`config.mk`:
```
export PLATFORM = sky130hd
export DESIGN_NAME = address_region_translation_table_flat
export DESIGN_NICKNAME = d
export VERILOG_FILES = /design/src/hw/rtl/artt_pkg.sv /design/src/hw/rtl/artt_req_if.sv /design/src/hw/rtl/artt_rsp_if.sv /design/src/hw/rtl/address_region_translation_table.sv /design/src/hw/rtl/artt_ram.sv /design/src/hw/rtl/artt_scan.sv /design/src/flat_wrapper.sv
export SDC_FILE = /design/constraint.sdc
export NUM_CORES = 2
export LEC_CHECK = 0
export BUFFER_PORTS_ARGS = -buffer_cell sky130_fd_sc_hd__buf_4
export CORE_UTILIZATION = 55
export DETAILED_ROUTE_END_ITERATION = 7
export HOLD_SLACK_MARGIN = 0.08
export MAX_ROUTING_LAYER = met4
export PLACE_DENSITY = 0.74
export SYNTH_ARGS = -nofsm -noshare
export SYNTH_HDL_FRONTEND = slang
export SYNTH_SLANG_ARGS = --single-unit
```
`constraint.sdc`:
```
create_clock -name clk -period 16.03 [get_ports clk]
set_input_delay 0.8015 -clock clk [delete_from_list [all_inputs] [get_ports clk]]
set_output_delay 0.8015 -clock clk [all_outputs]
set_load 0.05 [all_outputs]
```
`src/hw/rtl/artt_pkg.sv`:
```
// Shared types and constants of the address region translation table.
package artt_pkg;

    localparam int ENTRIES   = 16;
    localparam int ADDR_BITS = 64;
    localparam int FIELD_W   = 64;
    localparam int SLOT_W    = (ENTRIES > 1) ? $clog2(ENTRIES) : 1;

    typedef enum logic [1:0] {
        OP_ADD    = 2'd0,
        OP_LOOKUP = 2'd1,
        OP_REMOVE = 2'd2,
        OP_EXISTS = 2'd3
    } op_t;

    typedef enum logic [1:0] {
        STATUS_OK        = 2'd0,
        STATUS_NOT_FOUND = 2'd1,
        STATUS_FULL      = 2'd2
    } status_t;

    typedef enum logic [1:0] {
        ST_IDLE,
        ST_SCAN,
        ST_TAIL,
        ST_FINISH
    } state_t;

    typedef logic [ADDR_BITS-1:0] addr_t;
    typedef logic [SLOT_W-1:0]    slot_t;

    // One stored region as it sits in the table memory.
    typedef struct packed {
        addr_t recorded_base;
        addr_t actual_base;
        addr_t region_size;
    } entry_t;

    // Control from the sequencer to the match unit.
    typedef struct packed {
        logic  start;
        logic  en;
        slot_t idx;
        logic  entry_valid;
    } scan_ctrl_t;

    // What one pass over the table has found.
    typedef struct packed {
        logic  exact_found;
        slot_t exact_idx;
        addr_t exact_actual;
        logic  range_found;
        addr_t range_actual;
        addr_t range_offset;
        logic  free_found;
        slot_t free_idx;
    } scan_result_t;

endpackage

```
`src/hw/rtl/artt_req_if.sv`:
```
// Request channel: operation words going into the translation table.
interface artt_req_if;
    import artt_pkg::*;

    logic                valid;
    logic                ready;
    op_t                 operation;
    logic [FIELD_W-1:0]  recorded_address;
    logic [FIELD_W-1:0]  actual_base;
    logic [FIELD_W-1:0]  region_size;

    modport source (
        output valid,
        output operation,
        output recorded_address,
        output actual_base,
        output region_size,
        input  ready
    );

    modport sink (
        input  valid,
        input  operation,
        input  recorded_address,
        input  actual_base,
        input  region_size,
        output ready
    );
endinterface

```
`src/hw/rtl/artt_rsp_if.sv`:
```
// Response channel: result words coming out of the translation table.
interface artt_rsp_if;
    import artt_pkg::*;

    logic                valid;
    logic                ready;
    status_t             status;
    logic                hit;
    logic                by_range;
    logic [FIELD_W-1:0]  translated_address;

    modport source (
        output valid,
        output status,
        output hit,
        output by_range,
        output translated_address,
        input  ready
    );

    modport sink (
        input  valid,
        input  status,
        input  hit,
        input  by_range,
        input  translated_address,
        output ready
    );
endinterface

```
`src/hw/rtl/address_region_translation_table.sv`:
```
// Top level of the address region translation table: sequencer, valid bits and output register.
//
//   Channel    Modport  Word carries
//   ---------  -------  ------------------------------------------------------
//   request    sink     operation, recorded_address, actual_base, region_size
//   response   source   status, hit, by_range, translated_address
//
// Each request word is answered after one pass over the table, paced by the
// table memory's single read port: the sequencer reads one entry per cycle,
// and the match unit finds the exact match, the first range match and the
// first free slot in that one pass.
// Reset clears the valid bits, so the table is empty at once; there is no
// clearing pass, and the memory contents of an invalid slot are read but never used in a match.
// A new request word is taken as soon as the sequencer is idle, even while the
// previous response word still waits in the output register. If that register
// is still full when a pass ends, the sequencer holds until it is taken.
module address_region_translation_table (
    input  logic      clk,
    input  logic      rst_n,
    artt_req_if.sink  request,
    artt_rsp_if.source response
);
    import artt_pkg::*;

    state_t state_reg, state_next;

    op_t    op_reg;
    addr_t  key_reg;
    addr_t  act_reg;
    addr_t  size_reg;

    slot_t  rd_idx_reg, rd_idx_next;
    logic   eval_reg, eval_next;
    slot_t  eval_idx_reg;

    logic [ENTRIES-1:0] valid_reg, valid_next;

    logic    rsp_valid_reg, rsp_valid_next;
    status_t rsp_status_reg;
    logic    rsp_hit_reg;
    logic    rsp_by_range_reg;
    addr_t   rsp_xlat_reg;

    logic         accept;
    logic         ram_re;
    logic         ram_we;
    slot_t        ram_waddr;
    entry_t       ram_wdata;
    entry_t       ram_rdata;
    logic         last_read;
    logic         rsp_load;

    scan_ctrl_t   scan_ctrl;
    scan_result_t scan_res;

    status_t fin_status;
    logic    fin_hit;
    logic    fin_by_range;
    addr_t   fin_xlat;
    logic    fin_set;
    logic    fin_clear;
    slot_t   fin_slot;

    assign accept    = request.valid && request.ready;
    assign last_read = (rd_idx_reg == slot_t'(ENTRIES - 1));
    assign rsp_load  = (state_reg == ST_FINISH) && (!rsp_valid_reg || response.ready);

    // Next state.
    always_comb
    begin
        state_next = state_reg;
        unique case (state_reg)
            ST_IDLE:
            begin
                if (request.valid)
                begin
                    state_next = ST_SCAN;
                end
            end
            ST_SCAN:
            begin
                if (last_read)
                begin
                    state_next = ST_TAIL;
                end
            end
            ST_TAIL:
            begin
                state_next = ST_FINISH;
            end
            ST_FINISH:
            begin
                if (rsp_load)
                begin
                    state_next = ST_IDLE;
                end
            end
            default:
            begin
                state_next = ST_IDLE;
            end
        endcase
    end

    // State machine outputs.
    always_comb
    begin
        request.ready = 1'b0;
        ram_re        = 1'b0;
        unique case (state_reg)
            ST_IDLE:
            begin
                request.ready = 1'b1;
            end
            ST_SCAN:
            begin
                ram_re = 1'b1;
            end
            ST_TAIL:
            begin
                ram_re = 1'b0;
            end
            ST_FINISH:
            begin
                ram_re = 1'b0;
            end
            default:
            begin
                request.ready = 1'b0;
            end
        endcase
    end

    // The read address walks the table; the match unit sees each entry in the
    // cycle after its read, together with the valid bit of the same slot.
    always_comb
    begin
        rd_idx_next = rd_idx_reg;
        if (accept)
        begin
            rd_idx_next = '0;
        end
        else if (ram_re && !last_read)
        begin
            rd_idx_next = rd_idx_reg + slot_t'(1);
        end
        eval_next = ram_re;
    end

    always_comb
    begin
        scan_ctrl.start       = accept;
        scan_ctrl.en          = eval_reg;
        scan_ctrl.idx         = eval_idx_reg;
        scan_ctrl.entry_valid = valid_reg[eval_idx_reg];
    end

    artt_ram #(
        .WIDTH ($bits(entry_t)),
        .DEPTH (ENTRIES)
    ) u_ram (
        .clk   (clk),
        .we    (ram_we),
        .waddr (ram_waddr),
        .wdata (ram_wdata),
        .re    (ram_re),
        .raddr (rd_idx_reg),
        .rdata (ram_rdata)
    );

    artt_scan u_scan (
        .clk    (clk),
        .rst_n  (rst_n),
        .ctrl   (scan_ctrl),
        .entry  (ram_rdata),
        .key    (key_reg),
        .result (scan_res)
    );

    // Result of the pass. Add updates an existing base before it takes a free
    // slot; lookup prefers an exact base over a range match.
    always_comb
    begin
        fin_status   = STATUS_NOT_FOUND;
        fin_hit      = 1'b0;
        fin_by_range = 1'b0;
        fin_xlat     = '0;
        fin_set      = 1'b0;
        fin_clear    = 1'b0;
        fin_slot     = scan_res.exact_idx;
        unique case (op_reg)
            OP_ADD:
            begin
                if (scan_res.exact_found)
                begin
                    fin_status = STATUS_OK;
                    fin_set    = 1'b1;
                end
                else if (scan_res.free_found)
                begin
                    fin_status = STATUS_OK;
                    fin_set    = 1'b1;
                    fin_slot   = scan_res.free_idx;
                end
                else
                begin
                    fin_status = STATUS_FULL;
                end
            end
            OP_LOOKUP:
            begin
                fin_xlat = key_reg;
                if (scan_res.exact_found)
                begin
                    fin_status = STATUS_OK;
                    fin_hit    = 1'b1;
                    fin_xlat   = scan_res.exact_actual;
                end
                else if (scan_res.range_found)
                begin
                    fin_status   = STATUS_OK;
                    fin_hit      = 1'b1;
                    fin_by_range = 1'b1;
                    fin_xlat     = scan_res.range_actual + scan_res.range_offset;
                end
            end
            OP_REMOVE:
            begin
                if (scan_res.exact_found)
                begin
                    fin_status = STATUS_OK;
                    fin_clear  = 1'b1;
                end
            end
            OP_EXISTS:
            begin
                if (scan_res.exact_found)
                begin
                    fin_status = STATUS_OK;
                    fin_hit    = 1'b1;
                end
            end
            default:
            begin
                fin_status = STATUS_NOT_FOUND;
            end
        endcase
    end

    // The table is changed in the same cycle the response word is loaded, so
    // each request word writes at most once.
    always_comb
    begin
        ram_we                  = rsp_load && fin_set;
        ram_waddr               = fin_slot;
        ram_wdata.recorded_base = key_reg;
        ram_wdata.actual_base   = act_reg;
        ram_wdata.region_size   = size_reg;
        valid_next              = valid_reg;
        if (rsp_load && fin_set)
        begin
            valid_next[fin_slot] = 1'b1;
        end
        else if (rsp_load && fin_clear)
        begin
            valid_next[fin_slot] = 1'b0;
        end
    end

    always_comb
    begin
        rsp_valid_next = rsp_valid_reg;
        if (rsp_load)
        begin
            rsp_valid_next = 1'b1;
        end
        else if (response.ready)
        begin
            rsp_valid_next = 1'b0;
        end
    end

    always_ff @(posedge clk or negedge rst_n)
    begin
        if (!rst_n)
        begin
            state_reg     <= ST_IDLE;
            rd_idx_reg    <= '0;
            eval_reg      <= 1'b0;
            valid_reg     <= '0;
            rsp_valid_reg <= 1'b0;
        end
        else
        begin
            state_reg     <= state_next;
            rd_idx_reg    <= rd_idx_next;
            eval_reg      <= eval_next;
            valid_reg     <= valid_next;
            rsp_valid_reg <= rsp_valid_next;
        end
    end

    always_ff @(posedge clk)
    begin
        eval_idx_reg <= rd_idx_reg;
        if (accept)
        begin
            op_reg   <= request.operation;
            key_reg  <= request.recorded_address[ADDR_BITS-1:0];
            act_reg  <= request.actual_base[ADDR_BITS-1:0];
            size_reg <= request.region_size[ADDR_BITS-1:0];
        end
        if (rsp_load)
        begin
            rsp_status_reg   <= fin_status;
            rsp_hit_reg      <= fin_hit;
            rsp_by_range_reg <= fin_by_range;
            rsp_xlat_reg     <= fin_xlat;
        end
    end

    assign response.valid              = rsp_valid_reg;
    assign response.status             = rsp_status_reg;
    assign response.hit                = rsp_hit_reg;
    assign response.by_range           = rsp_by_range_reg;
    assign response.translated_address = FIELD_W'(rsp_xlat_reg);

endmodule

```
`src/hw/rtl/artt_ram.sv`:
```
// Generic single-port-write, single-port-read synchronous RAM.
module artt_ram #(
    parameter int WIDTH = 8,
    parameter int DEPTH = 16
) (
    input  logic                                     clk,
    input  logic                                     we,
    input  logic [((DEPTH > 1) ? $clog2(DEPTH) : 1)-1:0] waddr,
    input  logic [WIDTH-1:0]                         wdata,
    input  logic                                     re,
    input  logic [((DEPTH > 1) ? $clog2(DEPTH) : 1)-1:0] raddr,
    output logic [WIDTH-1:0]                         rdata
);

    logic [WIDTH-1:0] mem [DEPTH];
    logic [WIDTH-1:0] rdata_reg;

    always_ff @(posedge clk)
    begin
        if (we)
        begin
            mem[waddr] <= wdata;
        end
    end

    always_ff @(posedge clk)
    begin
        if (re)
        begin
            rdata_reg <= mem[raddr];
        end
    end

    assign rdata = rdata_reg;

endmodule

```
`src/hw/rtl/artt_scan.sv`:
```
// Match unit: checks one table entry per cycle and keeps the first hits.
module artt_scan (
    input  logic                    clk,
    input  logic                    rst_n,
    input  artt_pkg::scan_ctrl_t    ctrl,
    input  artt_pkg::entry_t        entry,
    input  artt_pkg::addr_t         key,
    output artt_pkg::scan_result_t  result
);
    import artt_pkg::*;

    logic [ADDR_BITS:0] span_end;
    logic               exact_hit;
    logic               range_hit;
    addr_t              offset;

    logic  exact_found_reg, exact_found_next;
    slot_t exact_idx_reg, exact_idx_next;
    addr_t exact_actual_reg, exact_actual_next;
    logic  range_found_reg, range_found_next;
    addr_t range_actual_reg, range_actual_next;
    addr_t range_offset_reg, range_offset_next;
    logic  free_found_reg, free_found_next;
    slot_t free_idx_reg, free_idx_next;

    // A range whose end carries out past the address space never matches.
    always_comb
    begin
        span_end  = {1'b0, entry.recorded_base} + {1'b0, entry.region_size};
        offset    = key - entry.recorded_base;
        exact_hit = ctrl.entry_valid && (entry.recorded_base == key);
        range_hit = ctrl.entry_valid && !span_end[ADDR_BITS]
                    && (key >= entry.recorded_base)
                    && (key < span_end[ADDR_BITS-1:0]);
    end

    always_comb
    begin
        exact_found_next  = exact_found_reg;
        exact_idx_next    = exact_idx_reg;
        exact_actual_next = exact_actual_reg;
        range_found_next  = range_found_reg;
        range_actual_next = range_actual_reg;
        range_offset_next = range_offset_reg;
        free_found_next   = free_found_reg;
        free_idx_next     = free_idx_reg;
        if (ctrl.start)
        begin
            exact_found_next = 1'b0;
            range_found_next = 1'b0;
            free_found_next  = 1'b0;
        end
        else if (ctrl.en)
        begin
            if (exact_hit && !exact_found_reg)
            begin
                exact_found_next  = 1'b1;
                exact_idx_next    = ctrl.idx;
                exact_actual_next = entry.actual_base;
            end
            if (range_hit && !range_found_reg)
            begin
                range_found_next  = 1'b1;
                range_actual_next = entry.actual_base;
                range_offset_next = offset;
            end
            if (!ctrl.entry_valid && !free_found_reg)
            begin
                free_found_next = 1'b1;
                free_idx_next   = ctrl.idx;
            end
        end
    end

    always_ff @(posedge clk or negedge rst_n)
    begin
        if (!rst_n)
        begin
            exact_found_reg <= 1'b0;
            range_found_reg <= 1'b0;
            free_found_reg  <= 1'b0;
        end
        else
        begin
            exact_found_reg <= exact_found_next;
            range_found_reg <= range_found_next;
            free_found_reg  <= free_found_next;
        end
    end

    always_ff @(posedge clk)
    begin
        exact_idx_reg    <= exact_idx_next;
        exact_actual_reg <= exact_actual_next;
        range_actual_reg <= range_actual_next;
        range_offset_reg <= range_offset_next;
        free_idx_reg     <= free_idx_next;
    end

    always_comb
    begin
        result.exact_found  = exact_found_reg;
        result.exact_idx    = exact_idx_reg;
        result.exact_actual = exact_actual_reg;
        result.range_found  = range_found_reg;
        result.range_actual = range_actual_reg;
        result.range_offset = range_offset_reg;
        result.free_found   = free_found_reg;
        result.free_idx     = free_idx_reg;
    end

endmodule

```
`src/flat_wrapper.sv`:
```
// flat-port wrapper written by rule: the top's interface ports become plain ports
module address_region_translation_table_flat import artt_pkg::*;
  (clk, rst_n, request_valid, request_operation, request_recorded_address, request_actual_base, request_region_size, request_ready, response_valid, response_status, response_hit, response_by_range, response_translated_address, response_ready);
  artt_req_if request_i ();
  artt_rsp_if response_i ();
  input  logic clk;
  input  logic rst_n;
  input wire logic [$bits(request_i.valid)-1:0] request_valid;
  input wire logic [$bits(request_i.operation)-1:0] request_operation;
  input wire logic [$bits(request_i.recorded_address)-1:0] request_recorded_address;
  input wire logic [$bits(request_i.actual_base)-1:0] request_actual_base;
  input wire logic [$bits(request_i.region_size)-1:0] request_region_size;
  output wire logic [$bits(request_i.ready)-1:0] request_ready;
  output wire logic [$bits(response_i.valid)-1:0] response_valid;
  output wire logic [$bits(response_i.status)-1:0] response_status;
  output wire logic [$bits(response_i.hit)-1:0] response_hit;
  output wire logic [$bits(response_i.by_range)-1:0] response_by_range;
  output wire logic [$bits(response_i.translated_address)-1:0] response_translated_address;
  input wire logic [$bits(response_i.ready)-1:0] response_ready;
  assign request_i.valid = request_valid;
  assign request_i.operation = request_operation;
  assign request_i.recorded_address = request_recorded_address;
  assign request_i.actual_base = request_actual_base;
  assign request_i.region_size = request_region_size;
  assign request_ready = request_i.ready;
  assign response_valid = response_i.valid;
  assign response_status = response_i.status;
  assign response_hit = response_i.hit;
  assign response_by_range = response_i.by_range;
  assign response_translated_address = response_i.translated_address;
  assign response_i.ready = response_ready;
  address_region_translation_table u_core (.clk(clk), .rst_n(rst_n), .request(request_i), .response(response_i));
endmodule
```
==> results.md <==
* Worst vdd ir at 0.1301 mV
* CTS root buf: clkbuf_16
* Gates resized, CTS repair at 0
* Max reg flops at 3072
* Util after Layout at 63.11%
* Pwr Density at 169.1 nW/um^2
* Postcts setup bufs at 0
* Vias in the first global route at 78319
* Final wirelength at 403000 microns
* Die height at 525.2 microns
* Max Slew Vio Count at 0
* CTS Buffer Depth at 4
* Relative slew slack at 16.89%
* Post-route DRC at 0
* First-pass GRT wire length at 571000 microns
* CP required at 16.58 ns
* Total GRT Usage at 30.10%
* Antenna violations before repair at 23
* Status: finished, final reports clean
* Crit-path max cell delay at 0.88 ns
* Min-delay worst type: input pin to flop
* CTS Hold Buffers Added at 195
* Syn Nets at 7773
* Ys async rst share at 0.7187%
* Synth Area per Inst at 20.59 sq um
* Final Hold Violating Endpoints at 0
* NumNets Final at 8456
* Static Leak at 55.39 nW
* HPWL Detailed at 235700 microns
* Mapped Area at 150500 sq um
* Hold depth at 3
* Post-synth EDFFs at 3726
* Post-synth top cells: 3726 x edfxtp_1, 965 x mux4_2, 325 x a21oi_1
* Core box area at 271500 sq um
* Min-delay src: response_ready
* RSZ-0062 raised after global routing: no
* Worst path most repeated cell: buf_4
* Overall power at 0.02897 W
* CTS clk-pin slew, worst paths at 0.06 ns
* DP Cell Count at 11001
* Grt ovf at 0
* Share of cells above drive strength 1 at 23.96%
* Critical path class: flop to flop
* CTS tree: built
* Post-synth top area share at 74.32%
* CP Launch Type: flop
* Hold endpoint: u_core.response.valid
* Number of iterations in the first detailed-routing pass at 6
* Non-Filler Instances at 11869
* Slowest-stage cell, CP: buf_4
* Worst Setup End Kind: flop
* Synthesis-stage register bit count at 3757
* Period utilization at 50.69%
* Maximum fanout along the worst path at 75
* Vias at 78322
* Synth area leader: edfxtp_1
* R2r endpoint: u_core.u_scan.range_actual_reg[19]
* Distinct cell type count after synthesis at 91
* Count leader, synth: edfxtp_1
* Arrival @ worst endpoint at 8.68 ns
* Flop2flop setup slack at 7.90 ns
* Antenna Violating Nets Remaining at 0
* Dpl ws at 7.992 ns
* Starting Density at 55.45%
* Layout fillers at 18031
* H-tree depth at 5
* Max cap viols at 0
* Top post-synthesis cells by area: edfxtp_1 74%, mux4_2 14%, ha_1 2.2%
* Die area at 275800 sq um
* Io pins at 268
* Multi-input gate area at 36260 sq um
* DRT iter0 DRCs at 10409
* Final setup violation count at 0
* Die X at 525.2 microns
* Sequential share of the synthesized area at 74.82%
* Worst-Margin Slew at 1.244 ns
* Fmax at 123.1 MHz
* Number of synthesis warnings at 0
* TNS Setup at 0 ns
* Reg2reg path depth at 25
* Drt wl/cell at 33.95 microns
* Final Worst Setup Slack at 7.905 ns
* Top FF cell, synth: edfxtp_1
* GPL Wtd Cong at 0.9612
* Worst Clk Skew at 0.06599 ns
* Tmin final at 8.125 ns
* Area growth from synthesis to layout at 13.82%
* Largest net degree at the start of global routing at 149
* Post-DR vias/cell at 6.599
* Clock sink count at 3757
* Post-Synthesis Cells at 7313
* Clk_lat worst skew at 0.97 ns
* CTS Buf Count at 368
* Reg2Reg Launch Point: u_core.u_ram.rdata[128]
* Port bufs at 267
* Num rows at 191
* Sequential cell area at 112700 sq um
## critical path, delay by kind of cell (launching register included)
family | cells | cell delay, ns
compound gates | 14 | 4.05
buf+inv | 4 | 1.79
fa+ha+maj | 3 | 0.71
simple gates | 3 | 0.47
flops | 1 | 0.40
xor+xnor | 1 | 0.22
## per-stage QoR
step,cell area (sq um),hold WS [ns]
3_3_place_gp,157400,0.4384
3_5_place_dp,157400,0.4571
6_report,171300,0.2070
5_1_grt,171300,0.1928
4_1_cts,171300,0.1262
2_1_floorplan,150600,0.3454
## power by group
group	switching, W	internal (W)
clock network	0.00377	0.00481
registers	0.000703	0.0118
logic	0.00451	0.00334
total	0.00898	0.0200
## placed cells by master (no fill, tap or decap), drive strengths merged, types with 8 or more instances in the layout
cell type	synthesis	routed
inv	140	149
a211oi	22	22
nand2b	36	36
mux2i	14	14
edfxtp	3726	3726
o21bai	38	38
and2	15	15
a31oi	41	41
ha	259	259
clkbuf	266	445
o21a	23	23
xnor2	97	97
nand2	219	219
nand4	67	67
and3	20	20
o21ai	200	200
diode	0	10
buf	66	450
nor4	12	12
dfrtp	27	27
nor2	186	186
xor2	73	73
dlygate4sd3	0	195
mux2	8	8
a21oi	325	325
o31ai	16	16
clkinvlp	0	13
nand3	50	50
bufinv	0	33
nor3	44	44
o211ai	16	16
a21o	157	157
mux4	965	965
clkinv	1	164
or3	12	12
nor2b	30	30
## worst max-delay path by stage
| stage | from | endpoint | slack [ns] | depth (start not counted) |
|---|---|---|---|---|
| 2_1_floorplan | u_core.u_ram.rdata[128] | u_core.u_scan.range_actual_reg[0] | 4.24 | 22 |
| 3_3_place_gp | u_core.u_ram.rdata[129] | u_core.u_scan.range_actual_reg[21] | 8.21 | 23 |
| 3_5_place_dp | u_core.u_ram.rdata[128] | u_core.u_scan.range_actual_reg[21] | 7.99 | 25 |
| 4_1_cts | u_core.u_ram.rdata[128] | u_core.u_scan.range_actual_reg[25] | 7.93 | 25 |
| 5_1_grt | u_core.u_ram.rdata[128] | u_core.u_scan.range_actual_reg[27] | 7.32 | 25 |
| 6_report | u_core.u_ram.rdata[128] | u_core.u_scan.range_actual_reg[19] | 7.90 | 25 |
## cell families (layout without fill, tap and decap cells)
group / Yosys count / after routing / share of synthesized area (%)
muxes: 987 / 987 / 14.59
adders and majority gates: 262 / 262 / 2.192
and+or+nand+nor: 719 / 719 / 2.280
buffers and inverters: 473 / 1449 / 1.196
AOI/OAI and AO/OA: 945 / 945 / 3.930
xor gates and xnor gates: 170 / 170 / 0.9890
other: 0 / 10 / 0
DFF: 3757 / 3757 / 74.82
## layout make-up
type | instances | area share (%)
Antenna cell | 10 | 0.01460
Clock buffer | 445 | 5.567
Clock inverter | 218 | 1.396
Inverter | 141 | 0.3140
Multi-Input combinational cell | 3083 | 21.17
Sequential cell | 3757 | 65.75
Tap cell | 3570 | 2.607
Timing Repair Buffer | 645 | 3.184
## metal layers
metal	GRT usage [%]	share of wire (%)
met5	-	0
met4	8.602	3.0
met3	4.649	8.9
met2	47.27	49
met1	41.44	39
No activity file was read; power rests on OpenSTA's default activity.
